$ cat src/hw/rtl/rdc_pkg.sv
// Shared types and constants for the range dyadic cover block.
// No dependencies; used by every module of the block.
package rdc_pkg;

    localparam int MAX_LEVELS_DEF = 16;
    localparam int VAL_W          = 16;
    localparam int LEVEL_W        = 4;
    localparam int CFG_W          = 5;
    localparam logic [CFG_W-1:0] LEVELS_RST = 5'd16;

    localparam int Q_DEPTH = 2;
    localparam int Q_AW    = 1;

    typedef struct packed {
        logic [VAL_W-1:0] range_low;
        logic [VAL_W-1:0] range_high;
    } in_item_t;

    typedef struct packed {
        logic [LEVEL_W-1:0] level;
        logic               left_valid;
        logic [VAL_W-1:0]   left_node;
        logic               right_valid;
        logic [VAL_W-1:0]   right_node;
        logic               last;
    } out_item_t;

    typedef struct packed {
        logic [VAL_W-1:0] range_low;
        logic [VAL_W-1:0] range_high;
        logic [CFG_W-1:0] depth;
    } cmd_t;

endpackage

$ cat src/hw/rtl/rdc_front.sv
// Front end: levels register, request intake and the command queue.
// Depends on rdc_pkg.
module rdc_front #(
    parameter int MAX_LEVELS = rdc_pkg::MAX_LEVELS_DEF
) (
    input  logic                      clk,
    input  logic                      rst_n,
    input  logic                      push,
    output logic                      full,
    input  rdc_pkg::in_item_t         item,
    input  logic                      cfg_we,
    input  logic [rdc_pkg::CFG_W-1:0] cfg_data,
    output logic                      cmd_valid,
    output rdc_pkg::cmd_t             cmd,
    input  logic                      cmd_pop
);

    logic [rdc_pkg::CFG_W-1:0] levels_reg;
    logic [rdc_pkg::CFG_W-1:0] depth;
    rdc_pkg::cmd_t             q_mem [rdc_pkg::Q_DEPTH];
    logic [rdc_pkg::Q_AW-1:0]  wr_ptr_reg, wr_ptr_next;
    logic [rdc_pkg::Q_AW-1:0]  rd_ptr_reg, rd_ptr_next;
    logic [rdc_pkg::Q_AW:0]    count_reg, count_next;
    logic                      accept;
    logic                      q_wr;
    logic                      q_rd;

    always_comb
    begin
        if (levels_reg > rdc_pkg::CFG_W'(MAX_LEVELS))
        begin
            depth = rdc_pkg::CFG_W'(MAX_LEVELS);
        end
        else
        begin
            depth = levels_reg;
        end
    end

    assign full      = (count_reg == (rdc_pkg::Q_AW+1)'(rdc_pkg::Q_DEPTH));
    assign accept    = push && !full;
    // zero-level requests produce nothing and are dropped here
    assign q_wr      = accept && (depth != '0);
    assign cmd_valid = (count_reg != '0);
    assign q_rd      = cmd_pop && cmd_valid;
    assign cmd       = q_mem[rd_ptr_reg];

    always_comb
    begin
        wr_ptr_next = wr_ptr_reg;
        rd_ptr_next = rd_ptr_reg;
        count_next  = count_reg;
        if (q_wr)
        begin
            wr_ptr_next = wr_ptr_reg + 1'b1;
        end
        if (q_rd)
        begin
            rd_ptr_next = rd_ptr_reg + 1'b1;
        end
        if (q_wr && !q_rd)
        begin
            count_next = count_reg + 1'b1;
        end
        else if (!q_wr && q_rd)
        begin
            count_next = count_reg - 1'b1;
        end
    end

    always_ff @(posedge clk or negedge rst_n)
    begin
        if (!rst_n)
        begin
            levels_reg <= rdc_pkg::LEVELS_RST;
            wr_ptr_reg <= '0;
            rd_ptr_reg <= '0;
            count_reg  <= '0;
        end
        else
        begin
            if (cfg_we)
            begin
                levels_reg <= cfg_data;
            end
            wr_ptr_reg <= wr_ptr_next;
            rd_ptr_reg <= rd_ptr_next;
            count_reg  <= count_next;
        end
    end

    always_ff @(posedge clk)
    begin
        if (q_wr)
        begin
            q_mem[wr_ptr_reg] <= '{range_low:  item.range_low,
                                   range_high: item.range_high,
                                   depth:      depth};
        end
    end

endmodule

$ cat src/hw/rtl/rdc_back.sv
// Back end: per-level tree walker and the result queue.
// Depends on rdc_pkg.
module rdc_back (
    input  logic                clk,
    input  logic                rst_n,
    input  logic                cmd_valid,
    input  rdc_pkg::cmd_t       cmd,
    output logic                cmd_pop,
    output logic                empty,
    input  logic                pop,
    output rdc_pkg::out_item_t  result
);

    localparam int VW = rdc_pkg::VAL_W;

    logic                        busy_reg, busy_next;
    logic [rdc_pkg::LEVEL_W-1:0] k_reg, k_next;
    logic                        dead_reg, dead_next;
    logic [rdc_pkg::CFG_W-1:0]   depth_reg;
    logic [VW-1:0]               lo_reg, hi_reg;
    logic [VW-1:0]               tl_reg, tl_next;
    logic [VW-1:0]               tr_reg, tr_next;

    rdc_pkg::out_item_t          q_mem [rdc_pkg::Q_DEPTH];
    logic [rdc_pkg::Q_AW-1:0]    wr_ptr_reg, rd_ptr_reg;
    logic [rdc_pkg::Q_AW:0]      count_reg, count_next;

    logic          q_full;
    logic          pop_acc;
    logic          step;
    logic          is_last;
    logic [2*VW:0] last_leaf;
    logic [2*VW:0] first_leaf;
    logic          take_l, take_r;
    logic          load;
    rdc_pkg::out_item_t res;

    assign q_full  = (count_reg == (rdc_pkg::Q_AW+1)'(rdc_pkg::Q_DEPTH));
    assign empty   = (count_reg == '0);
    assign pop_acc = pop && !empty;
    assign result  = q_mem[rd_ptr_reg];

    assign step    = busy_reg && (!q_full || pop_acc);
    assign is_last = ((rdc_pkg::CFG_W'(k_reg) + 1'b1) == depth_reg);
    assign load    = cmd_valid && (!busy_reg || (step && is_last));
    assign cmd_pop = load;

    assign last_leaf  = (((2*VW+1)'(tl_reg) + 1'b1) << k_reg) - 1'b1;
    assign first_leaf = (2*VW+1)'(tr_reg) << k_reg;
    assign take_l     = tl_reg[0] && (last_leaf <= (2*VW+1)'(hi_reg));
    // a wrapped right tracker stays odd and is never taken again
    assign take_r     = !dead_reg && !tr_reg[0] && (first_leaf >= (2*VW+1)'(lo_reg));

    always_comb
    begin
        res.level       = k_reg;
        res.left_valid  = take_l;
        res.left_node   = take_l ? tl_reg : '0;
        res.right_valid = take_r;
        res.right_node  = take_r ? tr_reg : '0;
        res.last        = is_last;
    end

    always_comb
    begin
        tl_next   = take_l ? (tl_reg >> 1) + 1'b1 : tl_reg >> 1;
        tr_next   = take_r ? (tr_reg >> 1) - 1'b1 : tr_reg >> 1;
        dead_next = dead_reg || (take_r && (tr_reg == '0));
        busy_next = busy_reg;
        k_next    = k_reg;
        if (step)
        begin
            k_next = k_reg + 1'b1;
            if (is_last)
            begin
                busy_next = 1'b0;
            end
        end
        if (load)
        begin
            busy_next = 1'b1;
            k_next    = '0;
            dead_next = 1'b0;
        end
    end

    always_comb
    begin
        count_next = count_reg;
        if (step && !pop_acc)
        begin
            count_next = count_reg + 1'b1;
        end
        else if (!step && pop_acc)
        begin
            count_next = count_reg - 1'b1;
        end
    end

    always_ff @(posedge clk or negedge rst_n)
    begin
        if (!rst_n)
        begin
            busy_reg   <= 1'b0;
            k_reg      <= '0;
            dead_reg   <= 1'b0;
            wr_ptr_reg <= '0;
            rd_ptr_reg <= '0;
            count_reg  <= '0;
        end
        else
        begin
            busy_reg  <= busy_next;
            k_reg     <= k_next;
            count_reg <= count_next;
            if (step || load)
            begin
                dead_reg <= dead_next;
            end
            if (step)
            begin
                wr_ptr_reg <= wr_ptr_reg + 1'b1;
            end
            if (pop_acc)
            begin
                rd_ptr_reg <= rd_ptr_reg + 1'b1;
            end
        end
    end

    always_ff @(posedge clk)
    begin
        if (load)
        begin
            lo_reg    <= cmd.range_low;
            hi_reg    <= cmd.range_high;
            depth_reg <= cmd.depth;
            tl_reg    <= cmd.range_low;
            tr_reg    <= cmd.range_high;
        end
        else if (step)
        begin
            tl_reg <= tl_next;
            tr_reg <= tr_next;
        end
        if (step)
        begin
            q_mem[wr_ptr_reg] <= res;
        end
    end

endmodule

$ cat src/hw/rtl/range_dyadic_cover.sv
// Flow: a request passes the command queue and the walker registers to the result queue.
// Throughput: one result (one tree level) per cycle while the result queue has room or
// is popped; a request gives levels results (16 by default), zero-level ones none.
// Reset: asynchronous, active low; levels returns to 16 and both queues empty.
// Top level; instantiates rdc_front and rdc_back, uses rdc_pkg.
module range_dyadic_cover #(
    parameter int MAX_LEVELS = rdc_pkg::MAX_LEVELS_DEF
) (
    input  logic                      clk,
    input  logic                      rst_n,
    input  logic                      push,
    output logic                      full,
    input  rdc_pkg::in_item_t         item,
    output logic                      empty,
    input  logic                      pop,
    output rdc_pkg::out_item_t        result,
    input  logic                      cfg_we,
    input  logic [rdc_pkg::CFG_W-1:0] cfg_data
);

    logic          cmd_valid;
    logic          cmd_pop;
    rdc_pkg::cmd_t cmd;

    rdc_front #(
        .MAX_LEVELS(MAX_LEVELS)
    ) u_front (
        .clk      (clk),
        .rst_n    (rst_n),
        .push     (push),
        .full     (full),
        .item     (item),
        .cfg_we   (cfg_we),
        .cfg_data (cfg_data),
        .cmd_valid(cmd_valid),
        .cmd      (cmd),
        .cmd_pop  (cmd_pop)
    );

    rdc_back u_back (
        .clk      (clk),
        .rst_n    (rst_n),
        .cmd_valid(cmd_valid),
        .cmd      (cmd),
        .cmd_pop  (cmd_pop),
        .empty    (empty),
        .pop      (pop),
        .result   (result)
    );

endmodule

$ cat config.mk
export PLATFORM = sky130hd
export DESIGN_NAME = range_dyadic_cover
export DESIGN_NICKNAME = d
export VERILOG_FILES = /design/src/hw/rtl/rdc_pkg.sv /design/src/hw/rtl/rdc_front.sv /design/src/hw/rtl/rdc_back.sv /design/src/hw/rtl/range_dyadic_cover.sv
export SDC_FILE = /design/constraint.sdc
export NUM_CORES = 1
export LEC_CHECK = 0
export BUFFER_PORTS_ARGS = -buffer_cell sky130_fd_sc_hd__buf_2
export CORE_MARGIN = 2
export CORE_UTILIZATION = 67
export DETAILED_ROUTE_END_ITERATION = 7
export PLACE_DENSITY = 0.95
export SYNTH_ARGS = -nofsm -noshare
export SYNTH_HDL_FRONTEND = slang
export SYNTH_SLANG_ARGS = --single-unit
export TNS_END_PERCENT = 5
$ cat constraint.sdc
create_clock -name clk -period 11.3 [get_ports clk]
set_clock_uncertainty 0.05 [all_clocks]
set_input_delay 2.26 -clock clk [delete_from_list [all_inputs] [get_ports clk]]
set_output_delay 2.26 -clock clk [all_outputs]
set_load 0.01 [all_outputs]
======== After elaboration in Yosys (flattened, before gate mapping) ========
Memories as Yosys holds them, arrays and structs flattened.
Cells that the tools add are included.
word-level totals
  register bits after elaboration ......... 88
  latch bits .............................. 0
  memory bits (writable) .................. 152
  memory bits (read-only) ................. 0
  output and inout port bits .............. 41
  memories kept ........................... 2
operators by class
  add/sub/neg operators ................... 14
  multiply operators ...................... 0
  divide/modulo/power cells ............... 0
  $lt $le $gt $ge ......................... 3
  equality and inequality tests ........... 3
  shift operators ......................... 2
  muxes and demuxes ....................... 23
  bitwise logic cells ..................... 0
  reductions and logical operators ........ 38
memories
  memory         depth  bits a word  read ports  clocked after memory_dff  wr ports  line             RTL
  u_back.q_mem   2      39           1           0                         1         rdc_back.sv:24   rdc_pkg::out_item_t q_mem [rdc_pkg::Q_DEPTH];
  u_front.q_mem  2      37           1           0                         1         rdc_front.sv:20  rdc_pkg::cmd_t q_mem [rdc_pkg::Q_DEPTH];
operators with widths
  cell                                                                   number
  16-bit two-way mux                                                     8
  33-bit by 16-bit greater-or-equal comparator with 1-bit output         1
  33-bit by 16-bit less-or-equal comparator with 1-bit output            1
  16-bit by 4-bit << shifter with 33-bit output                          1
  33-bit by 4-bit << shifter with 33-bit output                          1
  33-bit by 1-bit subtractor with 33-bit output (second input constant)  1
  16-bit by 1-bit adder with 17-bit output (second input constant)       1
  15-bit by 1-bit adder with 16-bit output (second input constant)       1
  16-bit zero test                                                       1
  15-bit by 1-bit subtractor with 16-bit output (second input constant)  1
  1-bit logical AND                                                      15
  1-bit zero test                                                        10
  2-bit nonzero test                                                     5
  1-bit two-way mux                                                      8
  2-bit two-way mux                                                      4
  4-bit two-way mux                                                      2
  4-bit by 1-bit adder with 5-bit output (second input constant)         1
  5-bit == test                                                          1
  5-bit > comparator (second input constant)                             1
  5-bit two-way mux                                                      1
  5-bit nonzero test                                                     1
  1-bit adder (second input constant)                                    4
  2-bit by 1-bit adder with 2-bit output (second input constant)         2
  4-bit by 1-bit adder with 4-bit output (second input constant)         1
  5 further kinds                                                        10

======== Logic depth before layout (Yosys ltp) ========
Gate-level depths: netlist of the first run.
  depth after elaboration ................. 12
  depth in mapped cells ................... 25
  mapped depth without buffers ............ 20

======== Hierarchy ========
A second synthesis of the first run with hierarchy kept.
second synthesis, totals
  cells, all modules ...................... 1,230
  area total of the unflattened synthesis .. 13,922.1 sq um
by module, submodules not included
  module     times used  cells an instance  area each (sq um)  seq. area each (sq um)
  rdc_back   1           1,080              10,804.1           4,604.4
  rdc_front  1           150                3,118.0            2,448.6

======== Least setup slack after synthesis of the first run ========
No wires, ideal clock.
  kind .................................... reg-to-reg
  from .................................... register u_back.tl_reg[1]
  to ...................................... register u_back.tl_reg[10], data pin
  library setup time ...................... 141 ps
  data arrival time ....................... 5,154 ps
  data required time ...................... 11,109 ps
  setup slack ............................. 5,955 ps
  cell stages (with the launch flop) ...... 22
  buffers on the path ..................... 2
  cells stage by stage .................... edfxtp_1 > ha_1 > buf_2 > nand3_1 > nor2_1 > xnor2_1 > a221o_1 > a222oi_1 > nand4_1 > nor2_1 > xor2_1 > ha_1 > nand4_1 > or2_2 > o32ai_1 > o21a_1 > o2111ai_1 > nor3_1 > nand4_1 > buf_2 > or4_1 > nand3_1
on the way
  cells in the longest elaborated chain, start to end .. 8
  elaborated cells on any way between the ends .. 9
  those cells by class .................... 3 x add/sub; 1 x order compare; 1 x shift; 3 x mux; 1 x reduce/logical
ends and longest elaborated chain
  what                                                         line             RTL
  start: declaration                                           rdc_back.sv:21   logic [VW-1:0] tl_reg, tl_next;
  start signal: assignment                                     rdc_back.sv:138  tl_reg <= cmd.range_low;
  start signal: assignment                                     rdc_back.sv:143  tl_reg <= tl_next;
  16-bit by 1-bit adder with 17-bit output                     rdc_back.sv:48   assign last_leaf = (((2*VW+1)'(tl_reg) + 1'b1) << k_reg) - 1'b1;
  33-bit by 4-bit << shifter with 33-bit output                rdc_back.sv:48
  33-bit by 1-bit subtractor with 33-bit output                rdc_back.sv:48
  33-bit by 16-bit less-or-equal comparator with 1-bit output  rdc_back.sv:50   assign take_l = tl_reg[0] && (last_leaf <= (2*VW+1)'(hi_reg));
  1-bit logical AND                                            rdc_back.sv:50
  16-bit two-way mux *                                         rdc_back.sv:66   tl_next = take_l ? (tl_reg >> 1) + 1'b1 : tl_reg >> 1;
  16-bit two-way mux *                                         rdc_back.sv:141  else if (step)
  16-bit two-way mux *                                         rdc_back.sv:133  if (load)
Every way passes the cells marked *; elsewhere a longest branch is shown, timed or not. The select of a mux whose other input is x is not followed.
A chain may end at the register's enable or synchronous reset.

======== Worst setup path after layout of the first run ========
  from .................................... register u_back.tl_reg[0]
  to ...................................... register u_back.tl_reg[3], data pin
on the way
  cells in the longest elaborated chain, start to end .. 8
ends and longest elaborated chain
  what                                                         line
  16-bit by 1-bit adder with 17-bit output                     rdc_back.sv:48
  33-bit by 4-bit << shifter with 33-bit output                rdc_back.sv:48
  33-bit by 1-bit subtractor with 33-bit output                rdc_back.sv:48
  33-bit by 16-bit less-or-equal comparator with 1-bit output  rdc_back.sv:50
  1-bit logical AND *                                          rdc_back.sv:50
  16-bit two-way mux *                                         rdc_back.sv:66
  16-bit two-way mux *                                         rdc_back.sv:141
  16-bit two-way mux *                                         rdc_back.sv:133
Marked as above.

==> metrics.cfg, run 1 <==
[cells_and_area]
multi_input_comb_area_um2=6370
registers.top_by_ff_count=u_back.q_mem
num-nets-final=1380
reg.largest.list=u_back.q_mem: 76 flops, u_front.q_mem: 74 flops
diodes=0
largest_register_ff_count=76
post-route-util_pct=74.4
final_layout_size_suffix_gt1_share_pct=19.6
filler_cells=1343
ff_latch_area_um2=7060
flow.area_growth_from_synthesis_pct=8.66

[place]
place_hpwl_mm=24.3
place_congestion=0.979
numPortBuffers=82

[worst_setup_path]
register_to_register_setup_slack_ns=3.58
critPathLaunchType=flop
crit_path_end_kind=flop
path_class=reg2reg
critical_path_peak_fanout=33
r2r_end=u_back.tl_reg[3]$_DFFE_PP_
worstRegToRegCells=19
r2r-start=u_back.tl_reg[0]$_DFFE_PP_
worst-endpoint-required_ns=11.62
critical_path_buf_inv_count=0
arrival_ns=8.05
crit_path_frequent_cell=sky130_fd_sc_hd__nand4_1
critical_path_s_slowest_cell=sky130_fd_sc_hd__nand4_1
critPathMaxStageDelay_ns=0.97
worstPathCellList=ha_1 > nand3_2 > o21ai_1 > nand2_1 > a221o_1 > a222oi_1 > nand4_1 > nor2_1 > xor2_1 > ha_1 > nand4_1 > or2_2 > o32ai_1 > o21a_1 > o2111ai_1 > nor3_1 > nand4_1 > or4_1 > a31oi_1
path_delay_family=simple AND/OR/NAND/NOR gates

[detailed_routing]
drt_iter0_markers=1623
vias=10800
drtPass1Iterations=8
drt.antenna.violating_nets=0
wire_length_per_cell_um=22.0
via_per_instance_ratio=6.85
totalWireLength_mm=34.8
drt_drc_violations_left=0

[synthesis]
synth_cells=1262
syn_area_um2=13900
synth_area_per_cell_um2=11.1
proportion_of_synthesized_chip_area_in_sequential_cells_pct=50.6
async_flop_share_pct=7.98
ys_types=84
synth_edf_count=219
ys_warn_count=0
postSynthRegisterBits=238
synthFlopType=sky130_fd_sc_hd__edfxtp_1

[sta]
timing.slew.headroom_pct=18.1
finalWorstPathRequiredPeriod_ns=7.72
finalSetupViolations=0
rsz0062_at_grt=false
final_hold_viol_count=0
worst_pin_slew_ns=1.23
tcrit_tclk_final_pct=68.3
setup_tns_ns=0
final_max_slew_viol_count=0
maxClockFrequency_mhz=130
fin_worst_hold_slack_ns=0.462

[global_route]
first_global_vias=10200
initial_antenna_violation_count=0
first_pass_grt_wire_length_mm=53.8
grt_start_max_net_pins=61
grt.overflow.total=0
track_usage_pct=31.3

[clock_network]
clock_tree.root_cell=sky130_fd_sc_hd__clkbuf_16
cts_tree=done
clock_tree.htree_level_count=1
cts.repair_timing.setup_buffer_count=0
worstSkewPairLatency_ns=0.54
cts-hold-fix-buffers=0
clock_sink_count=238
max-clock-path-buffers=3
clock_pin_slew_worst_setup_and_hold_paths_ns=0.07
post_cts.resized_instances=0
cts_made_buffers=23

[floorplanning]
dieHeight_um=148
initial_core_util_pct=68.5
core_area_um2=20400
ports_placed_on_the_boundary=83
number_of_placement_rows=52
dieArea_um2=22000
die_x_um=148

[worst_hold_path]
hold-path-cell-count=2
startpoint_of_the_lowest_slack_hold_path=u_front.count_reg[1]$_DFFE_PN0P_
whs_endpoint=u_back.busy_reg$_DFFE_PN0P_
hp-class=reg2reg

[flow_run]
maxCapViolations=0

[status]
run_status=complete, no violations

==> cells in the mapped netlist (13+ instances only) <==
cell	count	area, µm²
sky130_fd_sc_hd__xor2_1	15	131
sky130_fd_sc_hd__a31oi_1	29	181
sky130_fd_sc_hd__mux2_2	85	957
sky130_fd_sc_hd__buf_2	14	70.1
sky130_fd_sc_hd__mux2i_1	27	270
sky130_fd_sc_hd__o21ai_0	49	245
sky130_fd_sc_hd__nand4_1	28	175
sky130_fd_sc_hd__o31ai_1	17	128
sky130_fd_sc_hd__and3_1	25	156
sky130_fd_sc_hd__nand2b_1	15	93.8
sky130_fd_sc_hd__a21oi_1	49	245
sky130_fd_sc_hd__or3_1	22	138
sky130_fd_sc_hd__xnor2_1	25	219
sky130_fd_sc_hd__o211ai_1	13	97.6
sky130_fd_sc_hd__inv_1	49	184
sky130_fd_sc_hd__or4_1	19	143
sky130_fd_sc_hd__dfrtp_1	18	450
sky130_fd_sc_hd__nor3_1	18	90.1
sky130_fd_sc_hd__nand3_1	26	130
sky130_fd_sc_hd__nand2_1	80	300
sky130_fd_sc_hd__clkbuf_1	53	199
sky130_fd_sc_hd__edfxtp_1	219	6580
sky130_fd_sc_hd__ha_1	40	500
sky130_fd_sc_hd__and2_1	25	156
sky130_fd_sc_hd__nor2_1	105	394
==> how the worst max path moves through the flow <==
| stage | from | to | slack, ns | cells after the start |
|---|---|---|---|---|
| 3_3_place_gp | u_back.tl_reg[0]$_DFFE_PP_ | u_back.tl_reg[9]$_DFFE_PP_ | 4.11 | 19 |
| 2_1_floorplan | u_back.tl_reg[1]$_DFFE_PP_ | u_back.tl_reg[10]$_DFFE_PP_ | 5.96 | 21 |
| 5_1_grt | u_back.tl_reg[0]$_DFFE_PP_ | u_back.tl_reg[3]$_DFFE_PP_ | 3.03 | 19 |
| 6_report | u_back.tl_reg[0]$_DFFE_PP_ | u_back.tl_reg[3]$_DFFE_PP_ | 3.58 | 19 |
| 3_5_place_dp | u_back.tl_reg[0]$_DFFE_PP_ | u_back.tl_reg[3]$_DFFE_PP_ | 3.79 | 19 |
| 4_1_cts | u_back.tl_reg[0]$_DFFE_PP_ | u_back.tl_reg[3]$_DFFE_PP_ | 3.79 | 19 |
==> cell type report <==
cell class,count,share of cell area (%)
clock buffers,31,4.00
clock inverters,10,0.644
inverters,50,1.24
multi-input cells,890,42.0
flip-flops and latches,238,46.5
well taps,270,2.23
repair buffers,95,3.35
==> cell families (layout without fill, tap and decap cells) <==
| kind of cell | count (synthesis) | count (layout) | synth area share, % |
|---|---|---|---|
| compound gates | 265 | 265 | 12.9 |
| xor+xnor | 40 | 40 | 2.51 |
| fa+ha+maj | 40 | 40 | 3.59 |
| buf+inv | 135 | 186 | 3.95 |
| flops | 238 | 238 | 50.6 |
| mux | 121 | 121 | 10.3 |
| other cells | 1 | 2 | 0.0269 |
| simple gates | 422 | 422 | 16.2 |
==> layout by cell type, fill, tap and decap left out, types with 11 or more instances in the layout <==
cell type,n
sky130_fd_sc_hd__a211oi_1,11
sky130_fd_sc_hd__a21o_1,11
sky130_fd_sc_hd__a21oi_1,49
sky130_fd_sc_hd__a31oi_1,29
sky130_fd_sc_hd__and2_1,24
sky130_fd_sc_hd__and3_1,25
sky130_fd_sc_hd__buf_2,82
sky130_fd_sc_hd__buf_4,13
sky130_fd_sc_hd__clkbuf_16,23
sky130_fd_sc_hd__dfrtp_1,16
sky130_fd_sc_hd__edfxtp_1,219
sky130_fd_sc_hd__ha_1,40
sky130_fd_sc_hd__inv_1,48
sky130_fd_sc_hd__mux2_2,85
sky130_fd_sc_hd__mux2i_1,27
sky130_fd_sc_hd__nand2_1,80
sky130_fd_sc_hd__nand2b_1,15
sky130_fd_sc_hd__nand3_1,26
sky130_fd_sc_hd__nand4_1,28
sky130_fd_sc_hd__nor2_1,103
sky130_fd_sc_hd__nor2b_1,12
sky130_fd_sc_hd__nor3_1,18
sky130_fd_sc_hd__o211ai_1,13
sky130_fd_sc_hd__o21a_1,11
sky130_fd_sc_hd__o21ai_0,49
sky130_fd_sc_hd__o31ai_1,17
sky130_fd_sc_hd__or3_1,22
sky130_fd_sc_hd__or4_1,19
sky130_fd_sc_hd__xnor2_1,25
sky130_fd_sc_hd__xor2_1,15
==> metrics by stage <==
step / std cells / worst slack (ns) / area, µm²
finish: 1584 / 3.58 / 15200
global route: 1584 / 3.03 / 15200
floorplan: 1263 / 5.96 / 14000
global placement: 1543 / 4.11 / 14500
CTS: 1584 / 3.79 / 15200
detailed placement: 1543 / 3.79 / 14500
==> worst reg2reg max path: stages, from the launching register on <==
cell                        delay (ns)
sky130_fd_sc_hd__edfxtp_1         0.80
sky130_fd_sc_hd__ha_1             0.41
sky130_fd_sc_hd__nand3_2          0.34
sky130_fd_sc_hd__o21ai_1          0.33
sky130_fd_sc_hd__nand2_1          0.09
sky130_fd_sc_hd__a221o_1          0.37
sky130_fd_sc_hd__a222oi_1         0.61
sky130_fd_sc_hd__nand4_1          0.40
sky130_fd_sc_hd__nor2_1           0.43
sky130_fd_sc_hd__xor2_1           0.13
sky130_fd_sc_hd__ha_1             0.32
sky130_fd_sc_hd__nand4_1          0.09
sky130_fd_sc_hd__or2_2            0.33
sky130_fd_sc_hd__o32ai_1          0.29
sky130_fd_sc_hd__o21a_1           0.17
sky130_fd_sc_hd__o2111ai_1        0.11
sky130_fd_sc_hd__nor3_1           0.25
sky130_fd_sc_hd__nand4_1          0.97
sky130_fd_sc_hd__or4_1            0.86
sky130_fd_sc_hd__a31oi_1          0.21
==> metal layers <==
layer  global-route usage, %  part of all wire [%]
met4                    10.8                   3.7
met1                    42.1                    37
met3                    7.70                    13
met2                    50.3                    47
met5                       0                     0
Power of run 1 is not shown: default switching activity piles up to over one toggle a cycle in this logic, so the estimate is an artifact.
==> run 2: changes to the inputs <==
CORE_UTILIZATION = 56   (was 67)
PLACE_DENSITY = 0.89   (was 0.95)
clock period = 6.3 ns   (was 11.3 ns; I/O delays follow)
==> run 2 against run 1 <==
First-iteration DRC count shrank 17%. Global-route usage shrank 4.2 points. Register-to-register slack got worse by 3.3 ns. Non-clock buffer count increased by 29. Worst hold slack worse by 0.029 ns. Die area is 19% higher. Count of clock-buffer cells in the layout decreased by 7. Core utilization is 11 points lower. Wire length increased by 2.3%. Critical path depth is 4 higher. Setup slack lost 3.3 ns. Design area increased by 2.8%. Critical path type unchanged.
==> metrics.cfg, run 2 (synthesis results as in run 1) <==
[status]
run_status=complete, no violations  ; unchanged

[floorplanning]
number_of_placement_rows=57  ; was 52
ports_placed_on_the_boundary=83  ; unchanged
dieArea_um2=26200  ; was 22000 µm²
core_area_um2=24400  ; was 20400 µm²
dieHeight_um=162  ; was 148 µm
initial_core_util_pct=57.2  ; was 68.5%
die_x_um=162  ; was 148 µm

[sta]
final_max_slew_viol_count=0  ; unchanged
timing.slew.headroom_pct=21.4  ; was 18.1%
finalWorstPathRequiredPeriod_ns=6.02  ; was 7.72 ns
maxClockFrequency_mhz=166  ; was 130 MHz
tcrit_tclk_final_pct=95.6  ; was 68.3%
fin_worst_hold_slack_ns=0.433  ; was 0.462 ns
final_hold_viol_count=0  ; unchanged
finalSetupViolations=0  ; unchanged
worst_pin_slew_ns=1.18  ; was 1.23 ns

[cells_and_area]
diodes=0  ; unchanged
registers.top_by_ff_count=u_back.q_mem  ; unchanged
largest_register_ff_count=76  ; unchanged
most_frequent_cells_in_the_layout=219 x sky130_fd_sc_hd__edfxtp_1, 102 x sky130_fd_sc_hd__nor2_1, 85 x sky130_fd_sc_hd__mux2_2  ; was 219 x sky130_fd_sc_hd__edfxtp_1, 103 x sky130_fd_sc_hd__nor2_1, 85 x sky130_fd_sc_hd__mux2_2
leading_cell_type_in_the_layout_fill_and_taps_excluded=sky130_fd_sc_hd__edfxtp_1  ; unchanged
stdcell_count=1668  ; was 1584
final_layout_size_suffix_gt1_share_pct=21.8  ; was 19.6%
num-nets-final=1409  ; was 1380
flow.area_growth_from_synthesis_pct=11.7  ; was 8.66%
reg.largest.list=u_back.q_mem: 76 flops, u_front.q_mem: 74 flops  ; unchanged

[global_route]
gr_util_met1_pct=37.0  ; was 42.1%
gr-max-usage-layer=met2  ; unchanged
first_pass_grt_wire_length_mm=56.0  ; was 53.8 mm
grt_util_met3_pct=5.80  ; was 7.70%
grt.overflow.total=0  ; unchanged
track_usage_pct=27.0  ; was 31.3%
globalRouteMet2Util_pct=43.9  ; was 50.3%
grt_start_max_net_pins=56  ; was 61
first_global_vias=10300  ; was 10200
initial_antenna_violation_count=0  ; unchanged

[detailed_routing]
wire_length_per_cell_um=21.4  ; was 22.0 µm
drt_iter0_markers=1345  ; was 1623
drt_drc_violations_left=0  ; unchanged
drtPass1Iterations=6  ; was 8
vias=10800  ; about the same
via_per_instance_ratio=6.46  ; was 6.85
totalWireLength_mm=35.6  ; was 34.8 mm
drt.antenna.violating_nets=0  ; unchanged

[clock_network]
clock_tree.htree_level_count=1  ; unchanged
clock_tree.root_cell=sky130_fd_sc_hd__clkbuf_16  ; unchanged
cts_tree=done  ; unchanged
clock_sink_count=238  ; unchanged
cts_made_buffers=23  ; unchanged
worstSkewPairLatency_ns=0.51  ; was 0.54 ns
cts-hold-fix-buffers=0  ; unchanged
clock_pin_slew_worst_setup_and_hold_paths_ns=0.07  ; about the same
max-clock-path-buffers=3  ; unchanged

[worst_setup_path]
path_delay_family=compound AO/OA/AOI/OAI gates  ; was simple AND/OR/NAND/NOR gates
register_to_register_setup_slack_ns=0.28  ; was 3.58 ns
critPathLaunchType=flop  ; unchanged
crit_path_end_kind=flop  ; unchanged
path_class=reg2reg  ; unchanged
critical_path_peak_fanout=33  ; unchanged
worstPathCellList=ha_1 > nand3_1 > nor2_1 > xnor2_1 > a221o_1 > a222oi_1 > buf_4 > nand4_1 > buf_4 > xor2_1 > ha_1 > a21o_1 > a21o_1 > a21oi_1 > o221ai_1 > a31oi_1 > o21a_1 > o2111ai_1 > nor3_1 > nand4_1 > buf_4 > or4_1 > a31oi_1  ; was ha_1 > nand3_2 > o21ai_1 > nand2_1 > a221o_1 > a222oi_1 > nand4_1 > nor2_1 > xor2_1 > ha_1 > nand4_1 > or2_2 > o32ai_1 > o21a_1 > o2111ai_1 > nor3_1 > nand4_1 > or4_1 > a31oi_1
critical_path_s_slowest_cell=sky130_fd_sc_hd__or4_1  ; was sky130_fd_sc_hd__nand4_1
worst-endpoint-required_ns=6.61  ; was 11.62 ns
arrival_ns=6.33  ; was 8.05 ns
crit_path_frequent_cell=sky130_fd_sc_hd__buf_4  ; was sky130_fd_sc_hd__nand4_1
critPathMaxStageDelay_ns=0.53  ; was 0.97 ns
critical_path_buf_inv_count=3  ; was 0

[flow_run]
maxCapViolations=0  ; unchanged

[worst_hold_path]
hp-class=reg2reg  ; unchanged

[place]
place_congestion=0.997  ; was 0.979
dpl.cell_count=1624  ; was 1543
numPortBuffers=82  ; unchanged
place_hpwl_mm=25.8  ; was 24.3 mm

==> run 2: layout make-up <==
type	instances	area (µm²)
inverter	50	188
clock buffer	24	579
timing repair buffer	124	726
sequential	238	7060
clock inverter	18	235
fill	1841	8810
multi-input combinational	890	6390
tap	324	405
==> run 2: timing repair <==
| action | CTS | global route |
|---|---|---|
| gates resized for setup | 0 | 4 |
| setup buffers | 0 | 2 |
| endpoints found under the setup margin | 0 | 41 |
==> run 2: worst reg2reg max path, cell delays in order (launching register included) <==
cell	delay (ns)
sky130_fd_sc_hd__edfxtp_1	0.46
sky130_fd_sc_hd__ha_1	0.35
sky130_fd_sc_hd__nand3_1	0.13
sky130_fd_sc_hd__nor2_1	0.28
sky130_fd_sc_hd__xnor2_1	0.21
sky130_fd_sc_hd__a221o_1	0.46
sky130_fd_sc_hd__a222oi_1	0.35
sky130_fd_sc_hd__buf_4	0.19
sky130_fd_sc_hd__nand4_1	0.15
sky130_fd_sc_hd__buf_4	0.20
sky130_fd_sc_hd__xor2_1	0.17
sky130_fd_sc_hd__ha_1	0.29
sky130_fd_sc_hd__a21o_1	0.18
sky130_fd_sc_hd__a21o_1	0.16
sky130_fd_sc_hd__a21oi_1	0.14
sky130_fd_sc_hd__o221ai_1	0.13
sky130_fd_sc_hd__a31oi_1	0.19
sky130_fd_sc_hd__o21a_1	0.18
sky130_fd_sc_hd__o2111ai_1	0.13
sky130_fd_sc_hd__nor3_1	0.32
sky130_fd_sc_hd__nand4_1	0.16
sky130_fd_sc_hd__buf_4	0.27
sky130_fd_sc_hd__or4_1	0.54
sky130_fd_sc_hd__a31oi_1	0.18
==> run 2: routing by layer <==
| metal | wire [µm] | share of wire [%] |
|---|---|---|
| met1 | 14300 | 40 |
| met2 | 17100 | 48 |
| met3 | 3410 | 9.6 |
| met4 | 856 | 2.4 |
| met5 | 0 | 0 |
==> run 2: stage by stage <==
| stage | util (%) | TNS (ns) | cell area (µm²) | worst slack (ns) |
|---|---|---|---|---|
| floorplan | - | 0 | 14000 | 0.955 |
| global placement | 60.4 | 0 | 14700 | 0.498 |
| detailed placement | 60.4 | 0 | 14700 | 0.197 |
| CTS | 63.7 | 0 | 15500 | 0.128 |
| global route | 63.9 | -0.124 | 15600 | -0.0667 |
| finish | 63.9 | 0 | 15600 | 0.278 |
==> run 2: final timing paths <==
path                                            endpoint                           from  depth (start not counted)
min in group asynchronous  u_back.rd_ptr_reg$_DFFE_PN0P_                          rst_n                          1
max in group asynchronous    u_back.k_reg[0]$_DFFE_PN0P_                          rst_n                          1
setup reg to reg              u_back.tl_reg[3]$_DFFE_PP_     u_back.tl_reg[1]$_DFFE_PP_                         23
hold / removal             u_back.rd_ptr_reg$_DFFE_PN0P_  u_back.rd_ptr_reg$_DFFE_PN0P_                          1
setup / recovery              u_back.tl_reg[3]$_DFFE_PP_     u_back.tl_reg[1]$_DFFE_PP_                         23
hold reg to reg            u_back.rd_ptr_reg$_DFFE_PN0P_  u_back.rd_ptr_reg$_DFFE_PN0P_                          1
Power of run 2 is left out for the same reason.
==> run 3: changes to the inputs <==
CORE_MARGIN = unset   (was 2)
clock period = 5.35 ns   (was 6.3 ns; I/O delays follow)
==> run 3 against run 2 <==
The run now ends with setup timing left. Cell count increased by 5.2%. First-iteration DRC count increased by 1.2%. Register-to-register slack got worse by 0.35 ns. Critical endpoint is now u_back.tl_reg[6]$_DFFE_PP_. Highest routed layer unchanged.
==> metrics.cfg, run 3 (synthesis results as in run 1) <==
[floorplanning]
initial_core_util_pct=57.2  ; unchanged
core_area_um2=24400  ; unchanged
ports_placed_on_the_boundary=83  ; unchanged
die_x_um=160  ; was 162 µm
dieHeight_um=160  ; was 162 µm
dieArea_um2=25500  ; was 26200 µm²
number_of_placement_rows=57  ; unchanged

[status]
violations=setup timing
run_status=finished, violations left  ; was complete, no violations

[sta]
finalWorstPathRequiredPeriod_ns=5.42  ; was 6.02 ns
fin_worst_hold_slack_ns=0.439  ; was 0.433 ns
final_hold_viol_count=0  ; unchanged
finalSetupViolations=6  ; was 0
final_max_slew_viol_count=0  ; unchanged
post_route_worst_setup_slack_ns=-0.0720  ; was 0.278 ns
tcrit_tclk_final_pct=101  ; was 95.6%
worst_pin_slew_ns=1.20  ; was 1.18 ns
timing.slew.headroom_pct=19.8  ; was 21.4%
maxClockFrequency_mhz=184  ; was 166 MHz
rsz0062_at_grt=true

[clock_network]
clock_tree.root_cell=sky130_fd_sc_hd__clkbuf_16  ; unchanged
clock_pin_slew_worst_setup_and_hold_paths_ns=0.07  ; about the same
cts-hold-fix-buffers=0  ; unchanged
max-clock-path-buffers=3  ; unchanged
cts_tree=done  ; unchanged
clock_tree.htree_level_count=1  ; unchanged
worstSkewPairLatency_ns=0.52  ; was 0.51 ns
cts_made_buffers=24  ; was 23
clock_sink_count=238  ; unchanged

[global_route]
track_usage_pct=29.4  ; was 27.0%
first_global_vias=10700  ; was 10300
initial_antenna_violation_count=1  ; was 0
first_pass_grt_wire_length_mm=59.0  ; was 56.0 mm
grt_start_max_net_pins=46  ; was 56
grt.overflow.total=0  ; unchanged

[worst_setup_path]
crit_path_end_kind=flop  ; unchanged
worst-endpoint-required_ns=5.67  ; was 6.61 ns
arrival_ns=5.74  ; was 6.33 ns
critPathLaunchType=flop  ; unchanged
critical_path_peak_fanout=10  ; was 33
path_class=reg2reg  ; unchanged

[detailed_routing]
drt_drc_violations_left=0  ; unchanged
drt.antenna.violating_nets=0  ; unchanged
totalWireLength_mm=38.4  ; was 35.6 mm
via_per_instance_ratio=6.44  ; was 6.46
drt_iter0_markers=1361  ; was 1345
drtPass1Iterations=6  ; unchanged
wire_length_per_cell_um=21.9  ; was 21.4 µm
vias=11300  ; was 10800

[cells_and_area]
multi_input_comb_area_um2=6530  ; was 6390 µm²
diodes=0  ; unchanged
final_layout_size_suffix_gt1_share_pct=28.1  ; was 21.8%
filler_cells=1787  ; was 1841
most_frequent_cells_in_the_layout=219 x sky130_fd_sc_hd__edfxtp_1, 120 x sky130_fd_sc_hd__buf_4, 99 x sky130_fd_sc_hd__nor2_1  ; was 219 x sky130_fd_sc_hd__edfxtp_1, 102 x sky130_fd_sc_hd__nor2_1, 85 x sky130_fd_sc_hd__mux2_2
flow.area_growth_from_synthesis_pct=17.8  ; was 11.7%
num-nets-final=1496  ; was 1409
reg.largest.list=u_back.q_mem: 76 flops, u_front.q_mem: 74 flops  ; unchanged
registers.top_by_ff_count=u_back.q_mem  ; unchanged
stdcell_count=1755  ; was 1668
largest_register_ff_count=76  ; unchanged
leading_cell_type_in_the_layout_fill_and_taps_excluded=sky130_fd_sc_hd__edfxtp_1  ; unchanged
ff_latch_area_um2=7060  ; unchanged

[flow_run]
maxCapViolations=0  ; unchanged

[place]
place_congestion=0.960  ; was 0.997
dpl.cell_count=1695  ; was 1624
numPortBuffers=82  ; unchanged
place_hpwl_mm=27.3  ; was 25.8 mm

[worst_hold_path]
hp-class=reg2reg  ; unchanged

## run 3: cell count changes in the layout (fill, tap and decap cells not counted), moves of 3 or more
cell | previous run | this run
sky130_fd_sc_hd__clkinv_1 | 8 | 4
sky130_fd_sc_hd__buf_4 | 42 | 120
sky130_fd_sc_hd__clkbuf_1 | 1 | 7
sky130_fd_sc_hd__a21oi_2 | 0 | 3
sky130_fd_sc_hd__nor3_1 | 18 | 15
sky130_fd_sc_hd__a21oi_1 | 49 | 46
sky130_fd_sc_hd__o21ai_0 | 49 | 46
sky130_fd_sc_hd__nor2_1 | 102 | 99
sky130_fd_sc_hd__buf_6 | 0 | 5
sky130_fd_sc_hd__clkinv_2 | 4 | 1
sky130_fd_sc_hd__nor3_2 | 0 | 3
## run 3: layer usage
layer	wire length (µm)	GRT usage, %	up-vias
met5	0	0	-
met4	1110	8.35	0
met3	3710	4.16	114
met2	18400	48.6	626
met1	15200	40.8	5448
li1	-	-	5110
## run 3: cell type report
type / count / area share, %
clock inverters: 11 / 1.25
well taps: 324 / 2.47
clock buffers: 32 / 3.97
flip-flops and latches: 238 / 42.9
multi-input cells: 890 / 39.7
inverters: 50 / 1.14
repair buffers: 210 / 8.56
## run 3: through the flow
stage	setup WS (ns)	area, µm²	TNS [ns]	util [%]
final	-0.0720	16400	-0.264	67.4
after global placement	0.0611	15300	0	62.6
after CTS	0.0112	16200	0	66.5
after floorplan	0.00534	14000	0	-
after detailed placement	-0.193	15300	-1.53	62.6
after global routing	-0.231	16400	-2.70	67.4
## run 3: what timing repair did
action / CTS / global route
setup buffers: 6 / 10
setup endpoints to repair: 21 / 24
gates cloned: 1 / 1
resized for setup: 9 / 34
pin swaps: 9 / 33
## run 3: worst max-delay path: stages, from the launching register on
cell	delay [ns]
sky130_fd_sc_hd__edfxtp_1	0.50
sky130_fd_sc_hd__ha_4	0.21
sky130_fd_sc_hd__nand3_4	0.16
sky130_fd_sc_hd__o311a_1	0.40
sky130_fd_sc_hd__or2_2	0.29
sky130_fd_sc_hd__a222oi_1	0.41
sky130_fd_sc_hd__nand4_1	0.27
sky130_fd_sc_hd__xor2_1	0.24
sky130_fd_sc_hd__ha_1	0.33
sky130_fd_sc_hd__buf_4	0.12
sky130_fd_sc_hd__nand4_1	0.12
sky130_fd_sc_hd__or2_4	0.29
sky130_fd_sc_hd__o32ai_2	0.21
sky130_fd_sc_hd__o21a_1	0.19
sky130_fd_sc_hd__o2111ai_2	0.12
sky130_fd_sc_hd__nor3_2	0.23
sky130_fd_sc_hd__nand4_1	0.13
sky130_fd_sc_hd__buf_6	0.17
sky130_fd_sc_hd__buf_8	0.14
sky130_fd_sc_hd__buf_4	0.14
sky130_fd_sc_hd__or3_4	0.36
sky130_fd_sc_hd__a31oi_1	0.18
## run 3: worst paths after layout
check	from	to	slack (ns)	cells past startpoint
max in group asynchronous	rst_n	u_back.k_reg[0]$_DFFE_PN0P_	4.38	1
min in group asynchronous	rst_n	u_back.k_reg[1]$_DFFE_PN0P_	0.48	1
hold / removal	u_front.count_reg[1]$_DFFE_PN0P_	u_back.busy_reg$_DFFE_PN0P_	0.44	2
setup reg to reg	u_back.tl_reg[1]$_DFFE_PP_	u_back.tl_reg[6]$_DFFE_PP_	-0.07	21
hold reg to reg	u_front.count_reg[1]$_DFFE_PN0P_	u_back.busy_reg$_DFFE_PN0P_	0.44	2
setup / recovery	u_back.tl_reg[1]$_DFFE_PP_	u_back.tl_reg[6]$_DFFE_PP_	-0.07	21
Power of run 3 is left out for the same reason.
